--- src/hw/rtl/arjb_pkg.sv ---
// ---------------------------------------------------------------------------
// arjb_pkg
// Shared constants, types and helpers of the adaptive resampling jitter buffer.
// ---------------------------------------------------------------------------
`timescale 1ns / 1ps
`default_nettype none

package arjb_pkg;

  // store geometry and fixed-point layout
  localparam int DEPTH      = 2048;
  localparam int ADDR_W     = $clog2(DEPTH);
  localparam int FRAC_BITS  = 12;
  localparam int POS_W      = ADDR_W + FRAC_BITS;
  localparam int FILL_W     = 26;
  localparam int SAMPLE_W   = 16;
  localparam int WEIGHT_W   = 8;
  localparam int MIX_W      = SAMPLE_W + WEIGHT_W + 2;

  // register widths
  localparam int STEP_W     = 12;
  localparam int PCT_W      = 7;
  localparam int TRIM_W     = PCT_W + 1;
  localparam int ADV_W      = STEP_W + 2;
  localparam int PCT_PROD_W = ADDR_W + PCT_W;
  localparam int CFG_IDX_W  = 2;
  localparam int CFG_DATA_W = STEP_W;

  // fill level limits
  localparam logic signed [FILL_W-1:0] FILL_HI    = {1'b0, {(FILL_W-1){1'b1}}};
  localparam logic signed [FILL_W-1:0] FILL_LO    = {1'b1, {(FILL_W-1){1'b0}}};
  localparam logic signed [FILL_W:0]   ONE_SAMPLE = (FILL_W+1)'(64'd1 << FRAC_BITS);
  localparam logic signed [FILL_W-1:0] FILL_CAP   = FILL_W'((64'd1 << POS_W) - 64'd1);
  localparam logic signed [FILL_W-1:0] WAKE_LEVEL = FILL_W'(64'd1 << (POS_W - 1));
  localparam int                       PCT_SCALE  = 100;

  // register reset values
  localparam logic [STEP_W-1:0] RATE_STEP_INIT   = STEP_W'(2229);
  localparam logic [PCT_W-1:0]  TARGET_FILL_INIT = PCT_W'(70);

  // register indexes
  localparam logic [CFG_IDX_W-1:0] REG_RATE_STEP   = CFG_IDX_W'(0);
  localparam logic [CFG_IDX_W-1:0] REG_TARGET_FILL = CFG_IDX_W'(1);

  // item operation codes
  typedef enum logic [1:0] {
    FUNC_PUSH  = 2'd0,
    FUNC_PULL  = 2'd1,
    FUNC_FLUSH = 2'd2,
    FUNC_NOP   = 2'd3
  } func_t;

  // sample store access request
  typedef struct packed {
    logic                       wr_en;
    logic [ADDR_W-1:0]          wr_addr;
    logic signed [SAMPLE_W-1:0] wr_data;
    logic                       rd_en;
    logic [ADDR_W-1:0]          rd_addr_a;
    logic [ADDR_W-1:0]          rd_addr_b;
  } mem_req_t;

  // item held between control and output stage
  typedef struct packed {
    logic                valid;
    logic                interp;
    logic                ran_dry;
    logic                overflowed;
    logic                wake;
    logic [PCT_W-1:0]    percent;
    logic [WEIGHT_W-1:0] weight;
  } stage_t;

  // clamp a one-bit-grown fill value to the signed fill range
  function automatic logic signed [FILL_W-1:0] sat_fill(input logic signed [FILL_W:0] v);
    logic signed [FILL_W-1:0] r;
    if (v[FILL_W] != v[FILL_W-1]) begin
      r = v[FILL_W] ? FILL_LO : FILL_HI;
    end else begin
      r = v[FILL_W-1:0];
    end
    return r;
  endfunction

endpackage

`default_nettype wire

--- src/hw/rtl/arjb_interp.sv ---
// ---------------------------------------------------------------------------
// arjb_interp
// Linear blend of the two neighbor samples and the output result register.
// ---------------------------------------------------------------------------
`timescale 1ns / 1ps
`default_nettype none

module arjb_interp
  import arjb_pkg::*;
(
  input  wire logic                        clk,
  input  wire logic                        rst,
  input  wire stage_t                      s1,
  input  wire logic signed [SAMPLE_W-1:0]  rd_a,
  input  wire logic signed [SAMPLE_W-1:0]  rd_b,
  output logic                             s1_ready,
  output logic                             out_valid,
  input  wire logic                        out_ready,
  output logic signed [SAMPLE_W-1:0]       sample_out,
  output logic                             ran_dry,
  output logic                             overflowed,
  output logic                             wake_consumer,
  output logic [PCT_W-1:0]                 fill_percent
);

  logic                       take;
  logic [WEIGHT_W-1:0]        w_inv;
  logic signed [MIX_W-1:0]    prod_a;
  logic signed [MIX_W-1:0]    prod_b;
  logic signed [MIX_W-1:0]    mix;

  assign s1_ready = !out_valid || out_ready;
  assign take     = s1.valid && s1_ready;

  // (255 - w) * a + w * b, floored by 256
  assign w_inv  = ~s1.weight;
  assign prod_a = MIX_W'($signed({1'b0, w_inv})) * MIX_W'(rd_a);
  assign prod_b = MIX_W'($signed({1'b0, s1.weight})) * MIX_W'(rd_b);
  assign mix    = prod_a + prod_b;

  // output valid
  always_ff @(posedge clk) begin
    if (rst) begin
      out_valid <= 1'b0;
    end else if (take) begin
      out_valid <= 1'b1;
    end else if (out_ready) begin
      out_valid <= 1'b0;
    end
  end

  // output payload
  always_ff @(posedge clk) begin
    if (take) begin
      sample_out    <= s1.interp ? mix[SAMPLE_W+WEIGHT_W-1:WEIGHT_W] : '0;
      ran_dry       <= s1.ran_dry;
      overflowed    <= s1.overflowed;
      wake_consumer <= s1.wake;
      fill_percent  <= s1.percent;
    end
  end

endmodule

`default_nettype wire

--- config.mk ---
export PLATFORM = sky130hd
export DESIGN_NAME = arjb_interp
export DESIGN_NICKNAME = d
export VERILOG_FILES = /design/src/hw/rtl/arjb_pkg.sv /design/src/hw/rtl/arjb_interp.sv
export SDC_FILE = /design/constraint.sdc
export NUM_CORES = 1
export LEC_CHECK = 0
export ABC_AREA = 1
export BUFFER_PORTS_ARGS = -buffer_cell sky130_fd_sc_hd__buf_4
export CAP_MARGIN = 5
export CORE_MARGIN = 2
export CORE_UTILIZATION = 40
export DETAILED_ROUTE_END_ITERATION = 6
export GPL_TIMING_DRIVEN = 0
export PLACE_DENSITY_LB_ADDON = 0.12
export SLEW_MARGIN = 20
export SYNTH_ARGS = -nofsm -noshare
export SYNTH_HDL_FRONTEND = slang
export SYNTH_SLANG_ARGS = --single-unit
--- constraint.sdc ---
create_clock -name clk -period 9.88 [get_ports clk]
set_clock_uncertainty 0.1 [all_clocks]
set_input_delay 1.976 -clock clk [delete_from_list [all_inputs] [get_ports clk]]
set_output_delay 1.976 -clock clk [all_outputs]
set_load 0.03 [all_outputs]
==> results of run 1 <==
-- final cells by class --
type	instances	area, um2
buffer	38	154
clock buffer	4	78.8
fill	2629	13900
inverter	400	1500
multi-input combinational	792	7770
sequential	27	801
tap	330	413
timing repair buffer	64	500
-- registers in the layout (all words and copies together) (netlist names) --
name,count
overflowed,1
wake_consumer,1
sample_out,16
ran_dry,1
fill_percent,7
out_valid,1
-- cell usage after synthesis --
| cell type | instances |
|---|---|
| clkbuf_2 | 8 |
| nor2_2 | 1 |
| dfxtp_1 | 1 |
| nand2_2 | 2 |
| inv_1 | 397 |
| a21o_1 | 3 |
| ha_1 | 81 |
| or2_2 | 1 |
| edfxtp_1 | 26 |
| fa_1 | 236 |
| a21boi_0 | 1 |
| xnor2_1 | 2 |
| a21oi_1 | 31 |
| a21oi_4 | 1 |
| nor2_1 | 122 |
| buf_1 | 4 |
| clkinv_1 | 2 |
| nand2_4 | 2 |
| o21bai_1 | 4 |
| or2_4 | 1 |
| clkbuf_1 | 25 |
| inv_2 | 1 |
| o21ai_0 | 9 |
| nand2_1 | 249 |
| buf_2 | 1 |
| nand3_1 | 17 |
| a21oi_2 | 2 |
| nand3b_1 | 1 |
| a21boi_1 | 1 |
| nor3_1 | 7 |
| nand4_1 | 4 |
| xor2_1 | 3 |
| o21ai_1 | 4 |
| a31oi_1 | 1 |
| o21a_1 | 6 |
-- path summary, 6_finish.rpt --
kind	start	to	slack, ns	depth (start not counted)
max reg2reg	out_valid	ran_dry	8.65	2
min reg2reg	out_valid	out_valid	0.44	2
max	s1[3]	sample_out[15]	1.79	23
min	out_valid	out_valid	0.44	2
-- critical path: stages --
cell,delay (ns)
clkbuf_1,0.60
buf_1,0.59
nor2_1,0.16
fa_1,0.56
inv_1,0.05
fa_1,0.45
fa_1,0.55
inv_1,0.06
fa_1,0.44
fa_1,0.51
inv_1,0.05
fa_1,0.52
inv_1,0.05
ha_1,0.35
a21oi_1,0.22
a21boi_1,0.24
nand2_1,0.11
nand2_1,0.07
nand2_1,0.05
nor2_1,0.20
nand3_1,0.11
nand2_1,0.06
nor2_1,0.04
-- layer usage --
layer	wire length [um]	up-vias
met4	374	0
met5	0	-
met2	13500	165
li1	-	3694
met3	936	22
met1	10900	3805
-- cells by family after synthesis --
group / share of synthesized area (%)
simple gates: 15.7
flops: 7.84
buf+inv: 16.2
fa+ha+maj: 56.2
xor+xnor: 0.429
compound gates: 3.65
-- stage by stage --
stage               std cells  hold slack [ns]  setup WS, ns  instance area (um2)
floorplan                1257            0.732          2.63                10200
global placement         1650            0.389          1.52                11100
detailed placement       1651            0.432          1.50                11100
CTS                      1655            0.442          1.76                11200
global route             1655            0.464          1.40                11200
finish                   1655            0.435          1.79                11200
==> metrics.md, run 1 <==
| Metric | Value |
|---|---|
| Status | `complete, no violations` |
| First-pass GRT wire length | `42200 um` |
| Max-slew violations | `0` |
| Mapped Avg Cell Area | `8.12 um2` |
| Site Rows | `58` |
| Nets | `1698` |
| Setup violators final | `0` |
| # diodes | `0` |
| Met3 usage | `1.84%` |
| Final Cycle Share | `81.9%` |
| DIE AREA | `26800 um2` |
| Via density | `4.64` |
| Setup TNS | `0 ns` |
| Pin count of the biggest net entering global routing | `23` |
| Sink Count | `27` |
| Critical Path RT | `9.79 ns` |
| Vias in the first global route | `7972` |
| Core area | `25100 um2` |
| GRT overflow | `0` |
| Slew HR | `41.8%` |
| Via count | `7686` |
| Port bufs | `63` |
| Setup bufs post-CTS | `0` |
| Routability cong. | `0.896` |
| Cell taking the most area after synthesis | `fa_1` |
| Wire per inst | `15.5 um` |
| Initial Utilization | `40.7%` |
| Top cells by area, synth | `fa_1 (46%), inv_1 (15%), ha_1 (9.9%), nand2_1 (9.2%), edfxtp_1 (7.6%)` |
| Worst-Margin Slew | `0.873 ns` |
| Post-CTS Resized | `0` |
| CP startpoint kind | `primary input` |
| Final hold vios | `0` |
| Final antenna-violating net count | `0` |
| Iter 0 DRT Violations | `338` |
| CTS Buffer Depth | `2` |
| Die X | `164 um` |
| Gate Count Post-Synth | `1257` |
| Most frequent cells in the layout | `inv_1 (397), nand2_1 (249), fa_1 (236)` |
| Cts hold-fix bufs | `0` |
| Number of max-cap violations | `0` |
| Yosys reg bits | `27` |
| RSZ-0062 raised after global routing | `false` |
| Yosys top cell area share | `46.3%` |
| Yosys Warn Count | `0` |
| Cts bufs inserted | `3` |
| I/O pins | `83` |
| CP Capture Type | `flip-flop` |
| Final min period | `8.09 ns` |
| CP Class | `in -> reg` |
| GR Util met1 | `27.2%` |
| Busiest grt layer | `met2` |
| Clk Latency, worst-skew pair | `0.25 ns` |
| Synthesized area | `10200 um2` |
| Die height | `164 um` |
| Area growth syn-to-layout | `9.83%` |
| Worst min path class | `reg -> reg` |
| Final HPWL from detailed placement | `23000 um` |
| Crit-path max FO | `10` |
| H-tree Lvls | `1` |
| CTS tree | `yes` |
| Most common cell after layout, fill and taps aside | `inv_1` |
| Root Buffer | `clkbuf_16` |
| Post-Syn Nets | `1629` |
| DR pass1 iterations | `5` |
| Post-Route Utilization | `44.7%` |
| Cell variety after synth | `35` |
| GR Layer Usage met2 | `37.6%` |
| Clk slew on worst S/H paths | `0.06 ns` |
| Gr usage total | `20.5%` |
| WL final | `25700 um` |
| Drt drc | `0` |
| Worst Path Arrival | `8.01 ns` |
| Share of post-route cells with drive strength above 1 | `6.64%` |
| Initial antenna violation count | `0` |
| Max Clk Rate | `124 MHz` |
| Seq/Total Area, Yosys | `7.84%` |
Power of run 1 is left out: the tool's default activity adds up to more than one toggle a clock period on the data nets, which glitch-free logic cannot reach.
==> run 2: changes to the inputs <==
clock period = 7.9 ns   (was 9.88 ns; I/O delays follow)
==> metrics.md, run 2 (synthesized netlist as in run 1, its figures left out) <==
| Metric | Value |
|---|---|
| CP startpoint kind | `primary input (unchanged)` |
| Initial antenna violation count | `0 (unchanged)` |
| Initial Utilization | `40.7% (unchanged)` |
| Nets | `1698 (unchanged)` |
| Final min period | `7.56 ns` |
| Slew HR | `42.0% (was 41.8%)` |
| Core area | `25100 um2 (unchanged)` |
| Max Clk Rate | `132 MHz` |
| WL final | `25700 um (about the same)` |
| Via count | `7666 (was 7686)` |
| Final Cycle Share | `95.6%` |
| RSZ-0062 raised after global routing | `false (unchanged)` |
| CTS tree | `yes (unchanged)` |
| Cts hold-fix bufs | `0 (unchanged)` |
| Share of post-route cells with drive strength above 1 | `6.79% (was 6.64%)` |
| R2R setup slack | `6.67 ns (was 8.65 ns)` |
| Top Registers | `sample_out (16), fill_percent (7) (unchanged)` |
| Root Buffer | `clkbuf_16 (unchanged)` |
| H-tree Lvls | `1 (unchanged)` |
| Crit-path leading delay family | `adder cells (unchanged)` |
| Multi-input logic area | `7770 um2 (unchanged)` |
| Hold path cells | `2 (unchanged)` |
| Area growth syn-to-layout | `9.91% (was 9.83%)` |
| Cell mode on critical path | `fa_1 (unchanged)` |
| Reg-to-reg endpoint | `ran_dry (unchanged)` |
| Clk slew on worst S/H paths | `0.06 ns (about the same)` |
| Clk Latency, worst-skew pair | `0.25 ns (about the same)` |
| Gr usage total | `20.5% (unchanged)` |
| GRT overflow | `0 (unchanged)` |
| Critical Path RT | `7.81 ns (was 9.79 ns)` |
| Slowest stage cell, crit path | `clkbuf_1 (unchanged)` |
| Status | `complete, no violations (unchanged)` |
| Setup bufs post-CTS | `0 (unchanged)` |
| Via density | `4.63 (was 4.64)` |
| Worst min path class | `reg -> reg (unchanged)` |
| Vias in the first global route | `7972 (unchanged)` |
| Reg area | `801 um2 (unchanged)` |
| Iter 0 DRT Violations | `338 (unchanged)` |
| Site Rows | `58 (unchanged)` |
| Drt drc | `0 (unchanged)` |
| Setup violators final | `0 (unchanged)` |
| Final HPWL from detailed placement | `23000 um (unchanged)` |
| CP Capture Type | `flip-flop (unchanged)` |
| Worst Setup Slack, final | `0.344 ns (was 1.79 ns)` |
| Die X | `164 um (unchanged)` |
| Worst Hold Endpoint | `out_valid (unchanged)` |
| Number of max-cap violations | `0 (unchanged)` |
| First-pass GRT wire length | `42200 um (unchanged)` |
| Routability cong. | `0.896 (unchanged)` |
| Sink Count | `27 (unchanged)` |
| FF-to-FF Start | `out_valid (unchanged)` |
| Sum of buffers and inverters on the critical path | `5 (was 6)` |
| Fillers | `2632 (was 2629)` |
| Final hold vios | `0 (unchanged)` |
| Worst-Margin Slew | `0.870 ns (was 0.873 ns)` |
| Crit-path max FO | `10 (unchanged)` |
| CP Class | `in -> reg (unchanged)` |
| Most frequent cells in the layout | `inv_1 (397), nand2_1 (249), fa_1 (236) (unchanged)` |
| Critical path, cell by cell | `clkbuf_1 -> clkbuf_1 -> nand2_1 -> fa_1 -> inv_1 -> fa_1 -> fa_1 -> fa_1 -> fa_1 -> inv_1 -> fa_1 -> inv_1 -> ha_1 -> a21oi_1 -> a21boi_1 -> nand2_1 -> nand2_1 -> nand2_1 -> nor2_1 -> nand3_1 -> nand2_1 -> nor2_1 (was clkbuf_1 -> buf_1 -> nor2_1 -> fa_1 -> inv_1 -> fa_1 -> fa_1 -> inv_1 -> fa_1 -> fa_1 -> inv_1 -> fa_1 -> inv_1 -> ha_1 -> a21oi_1 -> a21boi_1 -> nand2_1 -> nand2_1 -> nand2_1 -> nor2_1 -> nand3_1 -> nand2_1 -> nor2_1)` |
| Cts bufs inserted | `3 (unchanged)` |
| Final antenna-violating net count | `0 (unchanged)` |
| Most common cell after layout, fill and taps aside | `inv_1 (unchanged)` |
| CTS Buffer Depth | `2 (unchanged)` |
| Max-slew violations | `0 (unchanged)` |
| DIE AREA | `26800 um2 (unchanged)` |
| Reg2Reg Depth | `2 (unchanged)` |
| # diodes | `0 (unchanged)` |
| Hold_sp | `out_valid (unchanged)` |
| Post-CTS Resized | `0 (unchanged)` |
| Wire per inst | `15.5 um (about the same)` |
| Worst Path Arrival | `7.47 ns (was 8.01 ns)` |
| Register with the most flip-flops | `sample_out (unchanged)` |
| Pin count of the biggest net entering global routing | `23 (unchanged)` |
| CP peak stage delay | `0.58 ns (was 0.60 ns)` |
| Max reg flops | `16 (unchanged)` |
| Placement Setup Slack | `-0.0830 ns (was 1.50 ns)` |
| Die height | `164 um (unchanged)` |
| Port bufs | `63 (unchanged)` |
| I/O pins | `83 (unchanged)` |
| DR pass1 iterations | `6 (was 5)` |
run 2: cell types whose count changed in the layout (fill, tap and decap cells not counted):
cell and change:
buf_1 -2, clkbuf_2 +2, clkbuf_1 -1, clkdlybuf4s15_1 +1
run 2: worst register-to-register path, delay by kind of cell (launching register included):
kind	cells	cell delay, ns
flops	1	0.34
compound gates	1	0.28
buf+inv	1	0.21
run 2: how the worst max path moves through the flow:
| stage | slack, ns | endpoint | cells after the start | start |
|---|---|---|---|---|
| 3_3_place_gp | -0.06 | sample_out[15] | 23 | s1[3] |
| 3_5_place_dp | -0.08 | sample_out[15] | 23 | s1[3] |
| 6_report | 0.34 | sample_out[15] | 22 | s1[4] |
| 2_1_floorplan | 1.05 | sample_out[11] | 24 | s1[5] |
| 4_1_cts | 0.17 | sample_out[15] | 23 | s1[3] |
| 5_1_grt | 0.01 | sample_out[15] | 22 | s1[4] |
run 2: through the flow:
step | setup TNS (ns) | instances | utilization (%) | hold slack [ns] | cell area (um2)
after global routing | 0 | 1655 | 44.7 | 0.464 | 11200
after CTS | 0 | 1655 | 44.7 | 0.442 | 11200
after global placement | -0.0905 | 1650 | 44.2 | 0.389 | 11100
final | 0 | 1655 | 44.7 | 0.435 | 11200
after floorplan | 0 | 1257 | - | 0.732 | 10200
after detailed placement | -0.110 | 1651 | 44.4 | 0.432 | 11100
run 2: routing by layer:
metal,share of wire (%),wire length [um],vias to the layer above,GRT usage (%)
li1,-,-,3692,-
met1,43,10900,3800,27.2
met2,52,13500,152,37.6
met3,3.5,905,22,1.84
met4,1.5,376,0,2.55
met5,0,0,-,0
run 2: cell type report:
| type | count | area share, % |
|---|---|---|
| repair buffers | 64 | 4.46 |
| inverters | 400 | 13.4 |
| multi-input cells | 792 | 69.2 |
| well taps | 330 | 3.68 |
| plain buffers | 38 | 1.45 |
| flip-flops and latches | 27 | 7.13 |
| clock buffers | 4 | 0.702 |
Power of run 2 is left out for the same reason.
==> run 3: changes to the inputs <==
clock period = 7.5 ns   (was 7.9 ns; I/O delays follow)
==> metrics.md, run 3 (synthesized netlist as in run 1, its figures left out) <==
| Metric | Value |
|---|---|
| Status | `complete, no violations (unchanged)` |
| Via count | `7630 (was 7666)` |
| Initial Utilization | `40.7% (unchanged)` |
| CTS tree | `yes (unchanged)` |
| Post-CTS Resized | `2 (was 0)` |
| Sink Count | `27 (unchanged)` |
| Final Cycle Share | `95.9%` |
| Cts bufs inserted | `3 (unchanged)` |
| Pin count of the biggest net entering global routing | `23 (unchanged)` |
| Routability cong. | `0.896 (unchanged)` |
| FF-to-FF Start | `out_valid (unchanged)` |
| First-pass GRT wire length | `42200 um (unchanged)` |
| CP Class | `in -> reg (unchanged)` |
| Drt drc | `0 (unchanged)` |
| Share of post-route cells with drive strength above 1 | `7.02% (was 6.79%)` |
| Clk Latency, worst-skew pair | `0.25 ns (about the same)` |
| Critical Path RT | `7.41 ns (was 7.81 ns)` |
| Core area | `25100 um2 (unchanged)` |
| H-tree Lvls | `1 (unchanged)` |
| Gr usage total | `20.5% (unchanged)` |
| DIE AREA | `26800 um2 (unchanged)` |
| DP Area | `11100 um2 (unchanged)` |
| WL final | `25600 um (was 25700 um)` |
| Initial antenna violation count | `0 (unchanged)` |
| Clk slew on worst S/H paths | `0.06 ns (about the same)` |
| CTS Buffer Depth | `2 (unchanged)` |
| Via density | `4.61 (was 4.63)` |
| Final hold vios | `0 (unchanged)` |
| Area growth syn-to-layout | `9.85% (was 9.91%)` |
| Reg-to-reg endpoint | `fill_percent[1] (was ran_dry)` |
| CP startpoint kind | `primary input (unchanged)` |
| Die X | `164 um (unchanged)` |
| Worst Setup Slack, final | `0.305 ns (was 0.344 ns)` |
| Top Registers | `sample_out (16), fill_percent (7) (unchanged)` |
| Wire per inst | `15.5 um (about the same)` |
| Hold path cells | `2 (unchanged)` |
| # diodes | `0 (unchanged)` |
| R2R setup slack | `6.27 ns (was 6.67 ns)` |
| Worst min path class | `reg -> reg (unchanged)` |
| Reg2Reg Depth | `2 (unchanged)` |
| Placement Setup Slack | `-0.403 ns (was -0.0830 ns)` |
| Setup violators final | `0 (unchanged)` |
| Cts hold-fix bufs | `0 (unchanged)` |
| Final min period | `7.20 ns` |
| Nets | `1697 (was 1698)` |
| Die height | `164 um (unchanged)` |
| Worst Path Arrival | `7.11 ns (was 7.47 ns)` |
| Worst Hold Slack | `0.434 ns (was 0.435 ns)` |
| Finished Cell Area | `11200 um2 (about the same)` |
| GRT overflow | `0 (unchanged)` |
| Site Rows | `58 (unchanged)` |
| Worst setup path startpoint | `s1[4] (unchanged)` |
| Port bufs | `63 (unchanged)` |
| Slew HR | `43.1% (was 42.0%)` |
| Root Buffer | `clkbuf_16 (unchanged)` |
| I/O pins | `83 (unchanged)` |
| Most frequent cells in the layout | `inv_1 (397), nand2_1 (249), fa_1 (236) (unchanged)` |
| Crit-path max FO | `10 (unchanged)` |
| Max Clk Rate | `139 MHz` |
| Iter 0 DRT Violations | `396 (was 338)` |
| Most common cell after layout, fill and taps aside | `inv_1 (unchanged)` |
| RSZ-0062 raised after global routing | `false (unchanged)` |
| Final HPWL from detailed placement | `23000 um (unchanged)` |
| CP Capture Type | `flip-flop (unchanged)` |
| Worst-Margin Slew | `0.853 ns (was 0.870 ns)` |
| Vias in the first global route | `7972 (unchanged)` |
| Final antenna-violating net count | `0 (unchanged)` |
| Worst Hold Endpoint | `out_valid (unchanged)` |
| Register with the most flip-flops | `sample_out (unchanged)` |
| Max-slew violations | `0 (unchanged)` |
| Setup bufs post-CTS | `0 (unchanged)` |
| DR pass1 iterations | `6 (unchanged)` |
| Hold_sp | `out_valid (unchanged)` |
| Number of max-cap violations | `0 (unchanged)` |
| Max reg flops | `16 (unchanged)` |
==> run 3: cell count changes in the layout (fill, tap and decap cells not counted), sizes merged <==
cell and change:
clkdlybuf4s15 -1, clkbuf -2, buf +2
==> run 3: per-stage QoR <==
step	std cells	util, %	setup TNS [ns]
CTS	1655	44.7	0
floorplan	1257	-	0
global route	1654	44.7	0
global placement	1650	44.2	-3.03
detailed placement	1651	44.4	-2.96
finish	1654	44.7	0
==> run 3: worst max-delay path by stage <==
stage                     end  depth (start not counted)
6_report       sample_out[15]                         22
5_1_grt        sample_out[15]                         22
4_1_cts        sample_out[15]                         22
3_5_place_dp   sample_out[15]                         23
3_3_place_gp   sample_out[15]                         23
2_1_floorplan  sample_out[11]                         24
==> run 3: worst max-delay path, stage by stage <==
cell      delay [ns]
clkbuf_2        0.31
buf_1           0.53
nand2_1         0.15
fa_1            0.54
inv_1           0.06
fa_1            0.56
fa_1            0.44
fa_1            0.46
fa_1            0.49
inv_1           0.05
fa_1            0.52
inv_1           0.05
ha_1            0.35
a21oi_1         0.22
a21boi_1        0.24
nand2_1         0.11
nand2_1         0.07
nand2_1         0.05
nor2_1          0.20
nand3_1         0.11
nand2_1         0.06
nor2_1          0.04
==> run 3: final cells by class <==
type | instances | area [um2]
Buffer | 37 | 156
Clock buffer | 4 | 78.8
Fill cell | 2630 | 13900
Inverter | 400 | 1500
Multi-Input combinational cell | 792 | 7770
Sequential cell | 27 | 801
Tap cell | 330 | 413
Timing Repair Buffer | 64 | 500
==> run 3: layer usage <==
metal,wire length (um),track usage (%)
met5,0,0
met4,357,2.55
met3,831,1.84
met2,13400,37.6
met1,11000,27.2
Power of run 3 is left out for the same reason.
