File: config.mk
export PLATFORM = sky130hd
export DESIGN_NAME = arjb_ctrl
export DESIGN_NICKNAME = d
export VERILOG_FILES = /design/src/hw/rtl/arjb_pkg.sv /design/src/hw/rtl/arjb_ctrl.sv
export SDC_FILE = /design/constraint.sdc
export NUM_CORES = 1
export LEC_CHECK = 0
export BUFFER_PORTS_ARGS = -buffer_cell sky130_fd_sc_hd__buf_2
export CELL_PAD_IN_SITES_DETAIL_PLACEMENT = 0
export CELL_PAD_IN_SITES_GLOBAL_PLACEMENT = 1
export CORE_ASPECT_RATIO = 2
export CORE_MARGIN = 4
export CORE_UTILIZATION = 38
export DETAILED_ROUTE_END_ITERATION = 8
export PLACE_DENSITY = 0.76
export SYNTH_ARGS = -nofsm -noshare
export SYNTH_HDL_FRONTEND = slang
export SYNTH_SLANG_ARGS = --single-unit
File: constraint.sdc
create_clock -name clk -period 7.3 [get_ports clk]
set_input_delay 0.365 -clock clk [delete_from_list [all_inputs] [get_ports clk]]
set_output_delay 0.365 -clock clk [all_outputs]
set_load 0.05 [all_outputs]
File: src/hw/rtl/arjb_pkg.sv
// ---------------------------------------------------------------------------
// arjb_pkg
// Shared constants, types and helpers of the adaptive resampling jitter buffer.
// ---------------------------------------------------------------------------
`timescale 1ns / 1ps
`default_nettype none

package arjb_pkg;

  // store geometry and fixed-point layout
  localparam int DEPTH      = 2048;
  localparam int ADDR_W     = $clog2(DEPTH);
  localparam int FRAC_BITS  = 12;
  localparam int POS_W      = ADDR_W + FRAC_BITS;
  localparam int FILL_W     = 26;
  localparam int SAMPLE_W   = 16;
  localparam int WEIGHT_W   = 8;
  localparam int MIX_W      = SAMPLE_W + WEIGHT_W + 2;

  // register widths
  localparam int STEP_W     = 12;
  localparam int PCT_W      = 7;
  localparam int TRIM_W     = PCT_W + 1;
  localparam int ADV_W      = STEP_W + 2;
  localparam int PCT_PROD_W = ADDR_W + PCT_W;
  localparam int CFG_IDX_W  = 2;
  localparam int CFG_DATA_W = STEP_W;

  // fill level limits
  localparam logic signed [FILL_W-1:0] FILL_HI    = {1'b0, {(FILL_W-1){1'b1}}};
  localparam logic signed [FILL_W-1:0] FILL_LO    = {1'b1, {(FILL_W-1){1'b0}}};
  localparam logic signed [FILL_W:0]   ONE_SAMPLE = (FILL_W+1)'(64'd1 << FRAC_BITS);
  localparam logic signed [FILL_W-1:0] FILL_CAP   = FILL_W'((64'd1 << POS_W) - 64'd1);
  localparam logic signed [FILL_W-1:0] WAKE_LEVEL = FILL_W'(64'd1 << (POS_W - 1));
  localparam int                       PCT_SCALE  = 100;

  // register reset values
  localparam logic [STEP_W-1:0] RATE_STEP_INIT   = STEP_W'(2229);
  localparam logic [PCT_W-1:0]  TARGET_FILL_INIT = PCT_W'(70);

  // register indexes
  localparam logic [CFG_IDX_W-1:0] REG_RATE_STEP   = CFG_IDX_W'(0);
  localparam logic [CFG_IDX_W-1:0] REG_TARGET_FILL = CFG_IDX_W'(1);

  // item operation codes
  typedef enum logic [1:0] {
    FUNC_PUSH  = 2'd0,
    FUNC_PULL  = 2'd1,
    FUNC_FLUSH = 2'd2,
    FUNC_NOP   = 2'd3
  } func_t;

  // sample store access request
  typedef struct packed {
    logic                       wr_en;
    logic [ADDR_W-1:0]          wr_addr;
    logic signed [SAMPLE_W-1:0] wr_data;
    logic                       rd_en;
    logic [ADDR_W-1:0]          rd_addr_a;
    logic [ADDR_W-1:0]          rd_addr_b;
  } mem_req_t;

  // item held between control and output stage
  typedef struct packed {
    logic                valid;
    logic                interp;
    logic                ran_dry;
    logic                overflowed;
    logic                wake;
    logic [PCT_W-1:0]    percent;
    logic [WEIGHT_W-1:0] weight;
  } stage_t;

  // clamp a one-bit-grown fill value to the signed fill range
  function automatic logic signed [FILL_W-1:0] sat_fill(input logic signed [FILL_W:0] v);
    logic signed [FILL_W-1:0] r;
    if (v[FILL_W] != v[FILL_W-1]) begin
      r = v[FILL_W] ? FILL_LO : FILL_HI;
    end else begin
      r = v[FILL_W-1:0];
    end
    return r;
  endfunction

endpackage

`default_nettype wire

File: src/hw/rtl/arjb_ctrl.sv
// ---------------------------------------------------------------------------
// arjb_ctrl
// Stream pointers, fill level, rate trim and configuration; issues store
// accesses and hands each item to the output stage.
// ---------------------------------------------------------------------------
`timescale 1ns / 1ps
`default_nettype none

module arjb_ctrl
  import arjb_pkg::*;
(
  input  wire logic                        clk,
  input  wire logic                        rst,
  input  wire logic                        in_valid,
  output logic                             in_ready,
  input  wire logic [1:0]                  func,
  input  wire logic signed [SAMPLE_W-1:0]  sample_in,
  input  wire logic                        last_of_packet,
  input  wire logic                        cfg_valid,
  output logic                             cfg_ready,
  input  wire logic [CFG_IDX_W-1:0]        cfg_index,
  input  wire logic [CFG_DATA_W-1:0]       cfg_data,
  input  wire logic                        store_busy,
  input  wire logic                        s1_ready,
  output mem_req_t                         mem_req,
  output stage_t                           s1
);

  func_t                     op;
  logic                      accept;
  logic                      s1_take;

  logic [ADDR_W-1:0]         write_pos;
  logic [POS_W-1:0]          read_pos;
  logic signed [FILL_W-1:0]  fill;
  logic signed [TRIM_W-1:0]  rate_trim;
  logic [STEP_W-1:0]         rate_step;
  logic [PCT_W-1:0]          target_fill;
  logic                      v1;
  logic                      pkt_end;

  logic                      s1_interp;
  logic                      s1_ran_dry;
  logic                      s1_overflowed;
  logic                      s1_wake;
  logic [PCT_W-1:0]          s1_percent;
  logic [WEIGHT_W-1:0]       s1_weight;

  logic signed [ADV_W-1:0]   adv;
  logic signed [FILL_W-1:0]  fill_push;
  logic signed [FILL_W-1:0]  fill_pull;
  logic signed [FILL_W-1:0]  fill_after_pull;
  logic                      nonempty;
  logic [POS_W-1:0]          pos_pull;

  logic                      ovf;
  logic signed [FILL_W-1:0]  excess;
  logic [POS_W-1:0]          pos_drop;
  logic signed [FILL_W-1:0]  clamped;
  logic [ADDR_W-1:0]         whole;
  logic [PCT_PROD_W-1:0]     pct_prod;
  logic [PCT_W-1:0]          percent_c;
  logic                      wake_c;
  logic signed [TRIM_W-1:0]  trim_post;

  assign op        = func_t'(func);
  assign cfg_ready = 1'b1;
  assign in_ready  = !store_busy && !pkt_end && (!v1 || s1_ready);
  assign accept    = in_valid && in_ready;
  assign s1_take   = v1 && !pkt_end && s1_ready;

  // pull arithmetic
  assign adv       = $signed({2'b00, rate_step}) +
                     $signed({{(ADV_W-TRIM_W){rate_trim[TRIM_W-1]}}, rate_trim});
  assign nonempty  = !fill[FILL_W-1] && (fill != '0);
  assign fill_push = sat_fill({fill[FILL_W-1], fill} + ONE_SAMPLE);
  assign fill_pull = sat_fill({fill[FILL_W-1], fill} -
                              {{(FILL_W+1-ADV_W){adv[ADV_W-1]}}, adv});
  assign fill_after_pull = nonempty ? fill_pull : fill;
  assign pos_pull  = read_pos + {{(POS_W-ADV_W){adv[ADV_W-1]}}, adv};

  // packet end: overflow clamp, fill percentage and trim
  assign ovf       = fill > FILL_CAP;
  assign excess    = fill - FILL_CAP;
  assign pos_drop  = read_pos + excess[POS_W-1:0];
  assign clamped   = ovf ? FILL_CAP : fill;
  assign whole     = (!clamped[FILL_W-1] && (clamped != '0)) ?
                     clamped[POS_W-1:FRAC_BITS] : '0;
  assign pct_prod  = PCT_PROD_W'(whole) * PCT_PROD_W'(PCT_SCALE);
  assign percent_c = pct_prod[PCT_PROD_W-1:ADDR_W];
  assign wake_c    = clamped > WAKE_LEVEL;
  assign trim_post = $signed({1'b0, percent_c}) - $signed({1'b0, target_fill});

  // store accesses
  always_comb begin
    mem_req.wr_en     = accept && (op == FUNC_PUSH);
    mem_req.wr_addr   = write_pos;
    mem_req.wr_data   = sample_in;
    mem_req.rd_en     = accept && (op == FUNC_PULL);
    mem_req.rd_addr_a = read_pos[POS_W-1:FRAC_BITS];
    mem_req.rd_addr_b = read_pos[POS_W-1:FRAC_BITS] + ADDR_W'(1);
  end

  // configuration registers
  always_ff @(posedge clk) begin
    if (rst) begin
      rate_step   <= RATE_STEP_INIT;
      target_fill <= TARGET_FILL_INIT;
    end else if (cfg_valid && cfg_ready) begin
      unique case (cfg_index)
        REG_RATE_STEP:   rate_step   <= cfg_data[STEP_W-1:0];
        REG_TARGET_FILL: target_fill <= cfg_data[PCT_W-1:0];
        default: ;
      endcase
    end
  end

  // stream state
  always_ff @(posedge clk) begin
    if (rst) begin
      write_pos <= '0;
      read_pos  <= '0;
      fill      <= '0;
      rate_trim <= '0;
      pkt_end   <= 1'b0;
    end else if (pkt_end) begin
      pkt_end   <= 1'b0;
      rate_trim <= trim_post;
      if (ovf) begin
        read_pos <= pos_drop;
        fill     <= FILL_CAP;
      end
    end else if (accept) begin
      unique case (op)
        FUNC_PUSH: begin
          write_pos <= write_pos + ADDR_W'(1);
          fill      <= fill_push;
          pkt_end   <= last_of_packet;
        end
        FUNC_PULL: begin
          if (nonempty) begin
            read_pos <= pos_pull;
            fill     <= fill_pull;
          end
        end
        FUNC_FLUSH: begin
          write_pos <= '0;
          read_pos  <= '0;
          fill      <= '0;
          rate_trim <= TRIM_W'(0) - $signed({1'b0, target_fill});
        end
        default: ;
      endcase
    end
  end

  // item slot toward the output stage
  always_ff @(posedge clk) begin
    if (rst) begin
      v1 <= 1'b0;
    end else if (accept) begin
      v1 <= 1'b1;
    end else if (s1_take) begin
      v1 <= 1'b0;
    end
  end

  always_ff @(posedge clk) begin
    if (pkt_end) begin
      s1_overflowed <= ovf;
      s1_wake       <= wake_c;
      s1_percent    <= percent_c;
    end else if (accept) begin
      s1_interp     <= (op == FUNC_PULL) && nonempty;
      s1_ran_dry    <= (op == FUNC_PULL) && fill_after_pull[FILL_W-1];
      s1_overflowed <= 1'b0;
      s1_wake       <= 1'b0;
      s1_percent    <= '0;
      s1_weight     <= read_pos[FRAC_BITS-1 -: WEIGHT_W];
    end
  end

  always_comb begin
    s1.valid      = v1 && !pkt_end;
    s1.interp     = s1_interp;
    s1.ran_dry    = s1_ran_dry;
    s1.overflowed = s1_overflowed;
    s1.wake       = s1_wake;
    s1.percent    = s1_percent;
    s1.weight     = s1_weight;
  end

endmodule

`default_nettype wire

==> impl_metrics.py, run 1 <==
metrics = {
    "floorplan": {
        "core_area_um2": 27100,
        "start_util_pct": 38.7,
        "die_x_um": 125,
        "die_h_um": 243,
        "rows": 85,
        "die_area_um2": 30500,
        "ios": 112,
    },
    "job": {
        "drv_cap": 0,
    },
    "drt": {
        "wl_per_cell_um": 20.1,
        "met1_length_um": 11600,
        "wl_met3_um": 1300,
        "vias": 9912,
        "dr.pass1.iters": 5,
        "drt_drc_violations_left": 0,
        "routed_via_density": 5.92,
        "drt_iter0_markers": 561,
        "dr_wl_met2_um": 18700,
        "drt-total-wl_um": 33600,
        "antenna_left": 0,
        "top_layer_used": "met4",
    },
    "clock_network": {
        "clkTransAtPathRegs_ns": 0.09,
        "htreeDepth": 3,
        "cts_tree": "done",
        "cts_hold_buf": 0,
        "clk_latency_ns": 0.39,
        "cts-resized-gates": 0,
        "cts_buffers": 9,
        "cts_setup_buffers": 0,
        "clock_sinks": 108,
        "clk_path_buf_depth": 2,
        "clockRootBuffer": "clkbuf_16",
    },
    "critical_path": {
        "rr_endpoint": "rate_trim[6]",
        "critPathLaunchType": "flop",
        "startpoint": "fill[4]",
        "crit_type": "reg2reg",
        "critPathRequiredTime_ns": 7.54,
        "worst-r2r-cell-count": 27,
        "crit_top_cell": "ha_1",
        "critPathMaxFanout": 11,
        "crit_path_max_incr_delay_ns": 0.44,
        "critPathBufInv": 0,
        "worst_path_max_delay_cell": "nor3_1",
        "timing.reg2reg.setup_slack_ns": 1.06,
        "cp_top_family": "simple AND/OR/NAND/NOR gates",
        "r2r_start": "fill[4]",
        "cp-end-kind": "flop",
        "cp.arrival_ns": 6.49,
    },
    "synth": {
        "ys_seq_area_share_pct": 22.4,
        "synth_top_cells_by_area": "dfxtp_1 17%, ha_1 16%, nor2_1 6.1%, edfxtp_1 5.4%, xnor2_1 4.5%",
        "netlist_area_um2": 10500,
        "synthDistinctLibCells": 72,
        "synth.avg_cell_area_um2": 8.06,
        "async_flop_share_pct": 0,
        "synth_nets": 1482,
        "ys_warn_count": 0,
        "syn_inst": 1301,
        "yosys.area.top_type": "dfxtp_1",
        "yosysTopAreaCellShare_pct": 17.0,
        "synth-edff-count": 19,
        "yosys_register_bits": 108,
        "synthFlopType": "dfxtp_1",
    },
    "sta": {
        "hold_violations": 0,
        "hold_slack_ns": 0.187,
        "final-max-slew-violation-count": 0,
        "period_share_pct": 85.5,
        "slew_headroom_pct": 17.5,
        "fin_skew_ns": 0.0112,
        "tightestPinTransition_ns": 1.24,
        "fmax_mhz": 160,
        "fin_crit_ns": 6.24,
        "tns_ns": 0,
        "setup_violations": 0,
        "rsz0062_at_grt": "no",
    },
    "cells_and_area": {
        "drive_gt1_share_pct": 10.5,
        "diodes": 0,
        "syn_to_final_growth_pct": 7.77,
        "final_area_um2": 11300,
        "fin_nets": 1503,
        "layout_commonest_cell": "nor2_1",
        "nFillCells": 2800,
        "final_cell_mix": "170 x nor2_1, 132 x ha_1, 91 x a21oi_1",
    },
    "place": {
        "place_area_um2": 11000,
        "io_buffer_count": 78,
        "gp_congestion": 1.02,
        "place_hpwl_um": 26600,
    },
    "hold_path": {
        "hp-class": "in2reg",
        "min_to": "rate_step[7]",
        "min-delay-start": "cfg_data[7]",
        "hold_path_depth": 2,
    },
    "global_routing": {
        "grt_start_max_net_pins": 82,
        "grt_pass1_vias": 10100,
        "grt_overflow_total": 0,
        "grt_pass1_wl_um": 53500,
        "grt_use_total_pct": 22.0,
        "antenna_found_initial": 0,
    },
    "outcome": {
        "outcome": "completed",
    },
    "power": {
        "leakage_nw": 5.13,
        "power.density_nw_per_um2": 191,
        "peakVddDrop_v": 0.000112,
    },
}
## area by class of cell
cell class	count	area, um2	share of cell area [%]
multi-input cells	1047	7450	65.9
flip-flops and latches	108	2350	20.8
repair buffers	94	510	4.52
well taps	348	435	3.85
inverters	62	233	2.06
clock buffers	9	225	1.99
clock inverters	7	93.8	0.830
## power by group
group,internal (mW),switching [mW]
clock,0.248,0.284
combinational,0.352,0.585
sequential,0.636,0.0511
total,1.24,0.920
## per-layer routing
| metal | GRT usage [%] | vias to the layer above |
|---|---|---|
| met5 | 0 | - |
| met1 | 21.3 | 4729 |
| li1 | - | 4791 |
| met3 | 2.97 | 106 |
| met2 | 42.8 | 286 |
| met4 | 13.2 | 0 |
## Yosys cell counts, types with 33 or more instances
master and instances:
a211oi_1 33, a21oi_1 91, buf_4 34, clkbuf_1 41, dfxtp_1 89, ha_1 132
inv_1 62, nand2_1 61, nor2_1 170, nor3_1 41, o21ai_0 72, xnor2_1 54
xor2_1 37
## logic make-up (layout without fill, tap and decap cells)
logic type	count (synthesis)	after routing	synth area share (%)
flip-flops	108	108	22.4
other	1	1	0.0358
AO/OA/AOI/OAI	386	386	25.8
AND/OR/NAND/NOR	415	415	18.6
adder cells (fa/ha/maj)	142	142	17.7
buffers and inverters	146	172	6.60
multiplexers	11	11	1.05
XOR/XNOR	92	92	7.86
## registers in the layout, indices dropped and copies added (netlist names), 7 cells and up
name,cells
s1_weight,8
rate_trim,8
s1_percent,7
fill,26
target_fill,7
write_pos,11
rate_step,12
read_pos,23
## through the flow
stage,utilization (%),power [mW],setup WS (ns),std cells
after floorplan,-,1.42,1.88,1301
after global placement,40.5,1.63,1.07,1659
after detailed placement,40.5,1.63,1.07,1659
after CTS,41.7,2.17,1.05,1675
after global routing,41.7,2.29,0.599,1675
final,41.7,2.16,1.06,1675
## worst max path at each step
stage	end	slack, ns	cells after the start
3_5_place_dp	rate_trim[6]	1.07	27
6_report	rate_trim[6]	1.06	27
2_1_floorplan	rate_trim[6]	1.88	29
3_3_place_gp	rate_trim[6]	1.07	27
5_1_grt	rate_trim[6]	0.60	27
4_1_cts	rate_trim[6]	1.05	27
No activity file was read; power rests on OpenSTA's default activity.
==> inputs of run 2 (changes only) <==
CORE_MARGIN = 2   (was 4)
PLACE_DENSITY = 0.79   (was 0.76)
clock period = 5.62 ns   (was 7.3 ns; I/O delays follow)
==> run 2 against run 1 <==
Against the previous run:
- combinational power is 46% higher
- highest routed layer unchanged
- core utilization up 1.3 points
- via count shrank 0.24%
==> impl_metrics.py, run 2 (synthesized netlist as in run 1, its figures left out) <==
metrics = {
    "outcome": {
        "outcome": "completed",
    },
    "clock_network": {
        "clkTransAtPathRegs_ns": 0.09,
        "clock_sinks": 108,
        "cts_buffers": 9,
        "cts_hold_buf": 0,
        "clockRootBuffer": "clkbuf_16",
        "htreeDepth": 3,
        "cts_tree": "done",
        "clk_latency_ns": 0.39,
        "clk_path_buf_depth": 2,
    },
    "critical_path": {
        "critPathLaunchType": "flop",
        "timing.reg2reg.setup_slack_ns": 0.30,
        "critical_path.cell_chain": "ha_1 -> fa_1 -> a21o_1 -> a21oi_1 -> o21ai_0 -> a21oi_1 -> nor2b_1 -> o21a_1 -> o31a_1 -> o221ai_2 -> xor2_1 -> ha_2 -> a21oi_1 -> o21ai_0 -> a2bb2oi_2 -> a21boi_1 -> a211oi_2 -> a31o_4 -> a41oi_4 -> a31oi_1 -> buf_4 -> a2111oi_0",
        "critPathMaxFanout": 12,
        "crit_top_cell": "a21oi_1",
        "cp_top_family": "compound AO/OA/AOI/OAI gates",
        "crit_type": "reg2reg",
        "worst_path_max_delay_cell": "fa_1",
        "rr_endpoint": "fill[0]",
        "critPathBufInv": 1,
        "cp-end-kind": "flop",
        "worst-r2r-cell-count": 22,
        "critPathRequiredTime_ns": 5.88,
        "r2r_start": "rate_trim[0]",
        "crit_path_max_incr_delay_ns": 0.40,
        "cp.arrival_ns": 5.58,
    },
    "cells_and_area": {
        "seq_area_um2": 2360,
        "final_cell_mix": "167 x nor2_1, 128 x ha_1, 89 x a21oi_1",
        "nFillCells": 2760,
        "reg.largest.list": "fill x26, read_pos x23, rate_step x12",
        "multi_input_area_um2": 7650,
        "fin_util_pct": 43.0,
        "fin_nets": 1535,
        "layout_commonest_cell": "nor2_1",
        "final_cells": 1711,
        "drive_gt1_share_pct": 14.6,
        "syn_to_final_growth_pct": 12.1,
        "regMostFlops": "fill",
        "diodes": 0,
        "largest_reg_flops": 26,
    },
    "sta": {
        "setup_violations": 0,
        "tightestPinTransition_ns": 1.19,
        "period_share_pct": 94.7,
        "fin_skew_ns": 0.0140,
        "fmax_mhz": 188,
        "hold_slack_ns": 0.0879,
        "hold_violations": 0,
        "tns_ns": 0,
        "fin_crit_ns": 5.32,
        "final-max-slew-violation-count": 0,
        "slew_headroom_pct": 20.9,
    },
    "place": {
        "place_hpwl_um": 23300,
        "gp_congestion": 0.893,
        "dp.cells": 1688,
        "io_buffer_count": 78,
    },
    "drt": {
        "top_layer_used": "met4",
        "routed_via_density": 5.78,
        "drt_drc_violations_left": 0,
        "antenna_left": 0,
        "vias": 9888,
        "drt_iter0_markers": 677,
        "dr_wl_met2_um": 15400,
        "wl_met3_um": 1270,
        "drt-total-wl_um": 30600,
        "met1_length_um": 13200,
        "wl_per_cell_um": 17.9,
        "dr.pass1.iters": 5,
    },
    "power": {
        "power.density_nw_per_um2": 253,
        "leakage_nw": 5.33,
        "peakVddDrop_v": 0.000258,
    },
    "hold_path": {
        "min_to": "rate_step[7]",
        "hold_path_depth": 2,
        "min-delay-start": "cfg_data[7]",
        "hp-class": "in2reg",
    },
    "global_routing": {
        "grt_pass1_vias": 9543,
        "grt_use_total_pct": 20.9,
        "grt_start_max_net_pins": 82,
        "grt_pass1_wl_um": 48300,
        "antenna_found_initial": 0,
        "grt_overflow_total": 0,
    },
    "floorplan": {
        "die_x_um": 121,
        "die_area_um2": 29000,
        "start_util_pct": 38.4,
        "rows": 86,
        "ios": 112,
        "die_h_um": 239,
        "core_area_um2": 27300,
    },
    "job": {
        "drv_cap": 0,
    },
}
==> run 2: worst max path at each step <==
stage                 start           end  slack, ns  depth (start not counted)
4_1_cts            fill[17]  rate_trim[6]       0.03                         27
2_1_floorplan      fill[15]  rate_trim[6]       0.20                         29
5_1_grt            fill[14]  rate_trim[6]      -0.04                         27
3_3_place_gp        fill[7]  rate_trim[6]       0.04                         27
3_5_place_dp        fill[3]  rate_trim[6]      -0.11                         27
6_report       rate_trim[0]       fill[0]       0.30                         22
==> run 2: through the flow <==
stage / worst slack [ns] / cell area [um2] / total power, mW
6_report: 0.298 / 11800 / 2.97
5_1_grt: -0.0444 / 11800 / 3.16
4_1_cts: 0.0251 / 11500 / 2.88
3_5_place_dp: -0.108 / 11200 / 2.14
3_3_place_gp: 0.0414 / 11200 / 2.11
2_1_floorplan: 0.201 / 10500 / 1.84
==> run 2: what timing repair did <==
item / 4_1_cts / 5_1_grt
gates resized for setup: 2 / 39
setup buffers: 0 / 7
pin swaps: 1 / 28
setup endpoints to repair: 2 / 29
==> run 2: final cells by class <==
| type | count | area share, % |
|---|---|---|
| multi-input combinational | 1047 | 65.0 |
| sequential | 108 | 20.1 |
| timing repair buffer | 126 | 6.39 |
| tap | 352 | 3.75 |
| inverter | 62 | 1.98 |
| clock buffer | 9 | 1.92 |
| clock inverter | 7 | 0.883 |
==> run 2: layer usage <==
layer / track usage [%] / vias up
li1: - / 4861
met1: 25.5 / 4680
met2: 37.3 / 300
met3: 2.72 / 47
met4: 7.14 / 0
met5: 0 / -
==> run 2: power by group <==
| group | leakage [nW] | internal (mW) | switching (mW) |
|---|---|---|---|
| Sequential | 0.906 | 0.827 | 0.0428 |
| Clock | 0.155 | 0.362 | 0.370 |
| Combinational | 4.27 | 0.569 | 0.800 |
| Total | 5.33 | 1.76 | 1.21 |
==> inputs of run 3 (changes only) <==
CAP_MARGIN = 15   (was unset)
CORE_UTILIZATION = 41   (was 38)
PLACE_DENSITY = 0.84   (was 0.79)
RECOVER_POWER = 100   (was unset)
==> run 3 against run 2 <==
Against the previous run:
- the run now ends with capacitance limit, slew limit left
- core utilization up 3.0 points
- worst hold slack improved by 0.0085 ns
- via count about the same
- sequential power about the same
- clock skew decreased by 0.0040 ns
- wire length rose by 3.5%
- count of clock-buffer cells in the layout unchanged
- critical path depth unchanged
- combinational power shrank 3%
- first-iteration DRC count fell by 22%
- global-route usage is 2.7 points higher
==> impl_metrics.py, run 3 (synthesized netlist as in run 1, its figures left out) <==
metrics = {
    "clock_network": {
        "clockRootBuffer": "clkbuf_16",
        "clock_sinks": 108,
        "cts_buffers": 9,
        "clk_latency_ns": 0.38,
        "clkTransAtPathRegs_ns": 0.09,
        "cts_tree": "done",
        "cts_hold_buf": 0,
        "htreeDepth": 3,
        "clk_path_buf_depth": 2,
    },
    "critical_path": {
        "crit_top_cell": "a21oi_1",
        "critPathLaunchType": "flop",
        "r2r_start": "rate_trim[0]",
        "critical_path.cell_chain": "ha_1 -> fa_1 -> a21o_1 -> a21oi_1 -> o21ai_0 -> a21oi_1 -> nor2b_1 -> o21a_1 -> o31a_1 -> o221ai_2 -> xor2_1 -> ha_1 -> a21o_1 -> a2111oi_1 -> buf_4 -> nor2_1 -> a22oi_1 -> a21oi_1 -> xor2_4 -> nor2_1 -> buf_12 -> a2111oi_1",
        "cp-end-kind": "flop",
        "worst_path_max_delay_cell": "a2111oi_1",
        "timing.reg2reg.setup_slack_ns": 0.24,
        "critPathRequiredTime_ns": 5.89,
        "critPathMaxFanout": 11,
        "startpoint": "rate_trim[0]",
        "worst-r2r-cell-count": 22,
        "crit_type": "reg2reg",
        "cp.arrival_ns": 5.65,
        "rr_endpoint": "fill[0]",
        "cp-endpoint": "fill[0]",
        "crit_path_max_incr_delay_ns": 0.52,
    },
    "global_routing": {
        "grt_overflow_total": 0,
        "grt_pass1_wl_um": 49400,
        "grt_pass1_vias": 9763,
        "antenna_found_initial": 0,
        "grt_use_total_pct": 23.6,
        "grt_start_max_net_pins": 43,
    },
    "sta": {
        "slew_headroom_pct": -48.5,
        "period_share_pct": 95.8,
        "hold_violations": 0,
        "finalWorstSetupSlack_ns": 0.237,
        "fmax_mhz": 186,
        "final-max-slew-violation-count": 74,
        "fin_crit_ns": 5.38,
        "setup_violations": 0,
        "fin_skew_ns": 0.0100,
        "tightestPinTransition_ns": 2.23,
        "tns_ns": 0,
    },
    "drt": {
        "wl_per_cell_um": 18.6,
        "drt_iter0_markers": 530,
        "dr_wl_met2_um": 17500,
        "antenna_left": 0,
        "met1_length_um": 11500,
        "drt_drc_violations_left": 0,
        "wl_met3_um": 1020,
        "routed_via_density": 5.82,
        "vias": 9896,
        "dr.pass1.iters": 5,
        "top_layer_used": "met4",
        "drt-total-wl_um": 31700,
    },
    "cells_and_area": {
        "regMostFlops": "fill",
        "diodes": 0,
        "syn_to_final_growth_pct": 10.4,
        "reg.largest.list": "fill x26, read_pos x23, rate_step x12",
        "nFillCells": 2562,
        "drive_gt1_share_pct": 9.30,
        "final_area_um2": 11600,
        "fin_nets": 1541,
        "final_cell_mix": "169 x nor2_1, 132 x ha_1, 90 x a21oi_1",
        "largest_reg_flops": 26,
        "layout_commonest_cell": "nor2_1",
    },
    "power": {
        "peakVddDrop_v": 0.000168,
        "power.density_nw_per_um2": 248,
        "leakage_nw": 5.11,
    },
    "floorplan": {
        "die_area_um2": 27000,
        "die_h_um": 230,
        "start_util_pct": 41.7,
        "rows": 82,
        "core_area_um2": 25100,
        "ios": 112,
        "die_x_um": 117,
    },
    "outcome": {
        "outcome": "finished, violations left",
        "violations": "capacitance limit, slew limit",
    },
    "place": {
        "io_buffer_count": 78,
        "place_ws_ns": -0.150,
        "gp_congestion": 0.911,
        "place_area_um2": 11300,
        "place_hpwl_um": 25400,
    },
    "hold_path": {
        "hp-class": "in2reg",
    },
    "job": {
        "drv_cap": 2,
    },
}
-- run 3: changes by cell type in the layout (fill, tap and decap cells not counted), moves of 3 or more --
cell,previous run,this run
inv_8,0,3
buf_2,78,21
buf_12,0,3
a2111oi_1,0,3
o21ai_0,67,70
ha_1,128,132
clkbuf_1,0,61
-- run 3: power by group --
part / leakage, nW / internal [mW] / total (mW) / switching [mW]
clock: 0.148 / 0.322 / 0.677 / 0.355
sequential: 0.906 / 0.827 / 0.867 / 0.0399
combinational: 4.06 / 0.538 / 1.33 / 0.793
total: 5.11 / 1.69 / 2.87 / 1.19
-- run 3: area by class of cell --
| class | count | area [um2] | share of cell area, % |
|---|---|---|---|
| inverters | 62 | 233 | 2.01 |
| repair buffers | 132 | 747 | 6.45 |
| clock buffers | 9 | 225 | 1.95 |
| flip-flops and latches | 108 | 2360 | 20.4 |
| multi-input cells | 1047 | 7510 | 64.9 |
| well taps | 336 | 420 | 3.63 |
| clock inverters | 7 | 82.6 | 0.713 |
-- run 3: how the worst min path moves through the flow --
stage / from / endpoint / slack (ns) / cells past startpoint
finish: cfg_data[7] / rate_step[7] / 0.1 / 2
global route: cfg_data[7] / rate_step[7] / 0.09 / 2
CTS: cfg_data[7] / rate_step[7] / 0.08 / 2
detailed placement: v1 / v1 / 0.48 / 2
global placement: rate_trim[0] / rate_trim[0] / 0.48 / 2
floorplan: cfg_data[11] / rate_step[11] / 0.40 / 1
-- run 3: layer usage --
layer	vias up	track usage (%)
met5	-	0
met4	0	13.3
met3	82	2.77
met2	212	45.6
met1	4742	23.2
li1	4860	-
-- run 3: worst max-delay path, delay by kind of cell, from the launching register on --
kind	cells	cell delay [ns]
XOR/XNOR	2	0.42
buffers and inverters	2	0.40
adder cells (fa/ha/maj)	3	0.96
AND/OR/NAND/NOR	3	0.21
flip-flops	1	0.32
AO/OA/AOI/OAI	12	2.93
-- run 3: stage by stage --
step	hold slack (ns)	util (%)	std cells	total power [mW]
2_1_floorplan	0.399	-	1301	1.84
3_3_place_gp	0.476	44.9	1683	2.17
3_5_place_dp	0.481	44.9	1683	2.19
4_1_cts	0.0847	46.1	1699	2.87
5_1_grt	0.0905	46.1	1701	3.05
6_report	0.0964	46.1	1701	2.87
-- run 3: what timing repair did --
action / CTS / global route
setup buffers: 0 / 1
pin swaps: 0 / 9
setup endpoints to repair: 2 / 18
gates resized for setup: 2 / 18
cloned: 0 / 0
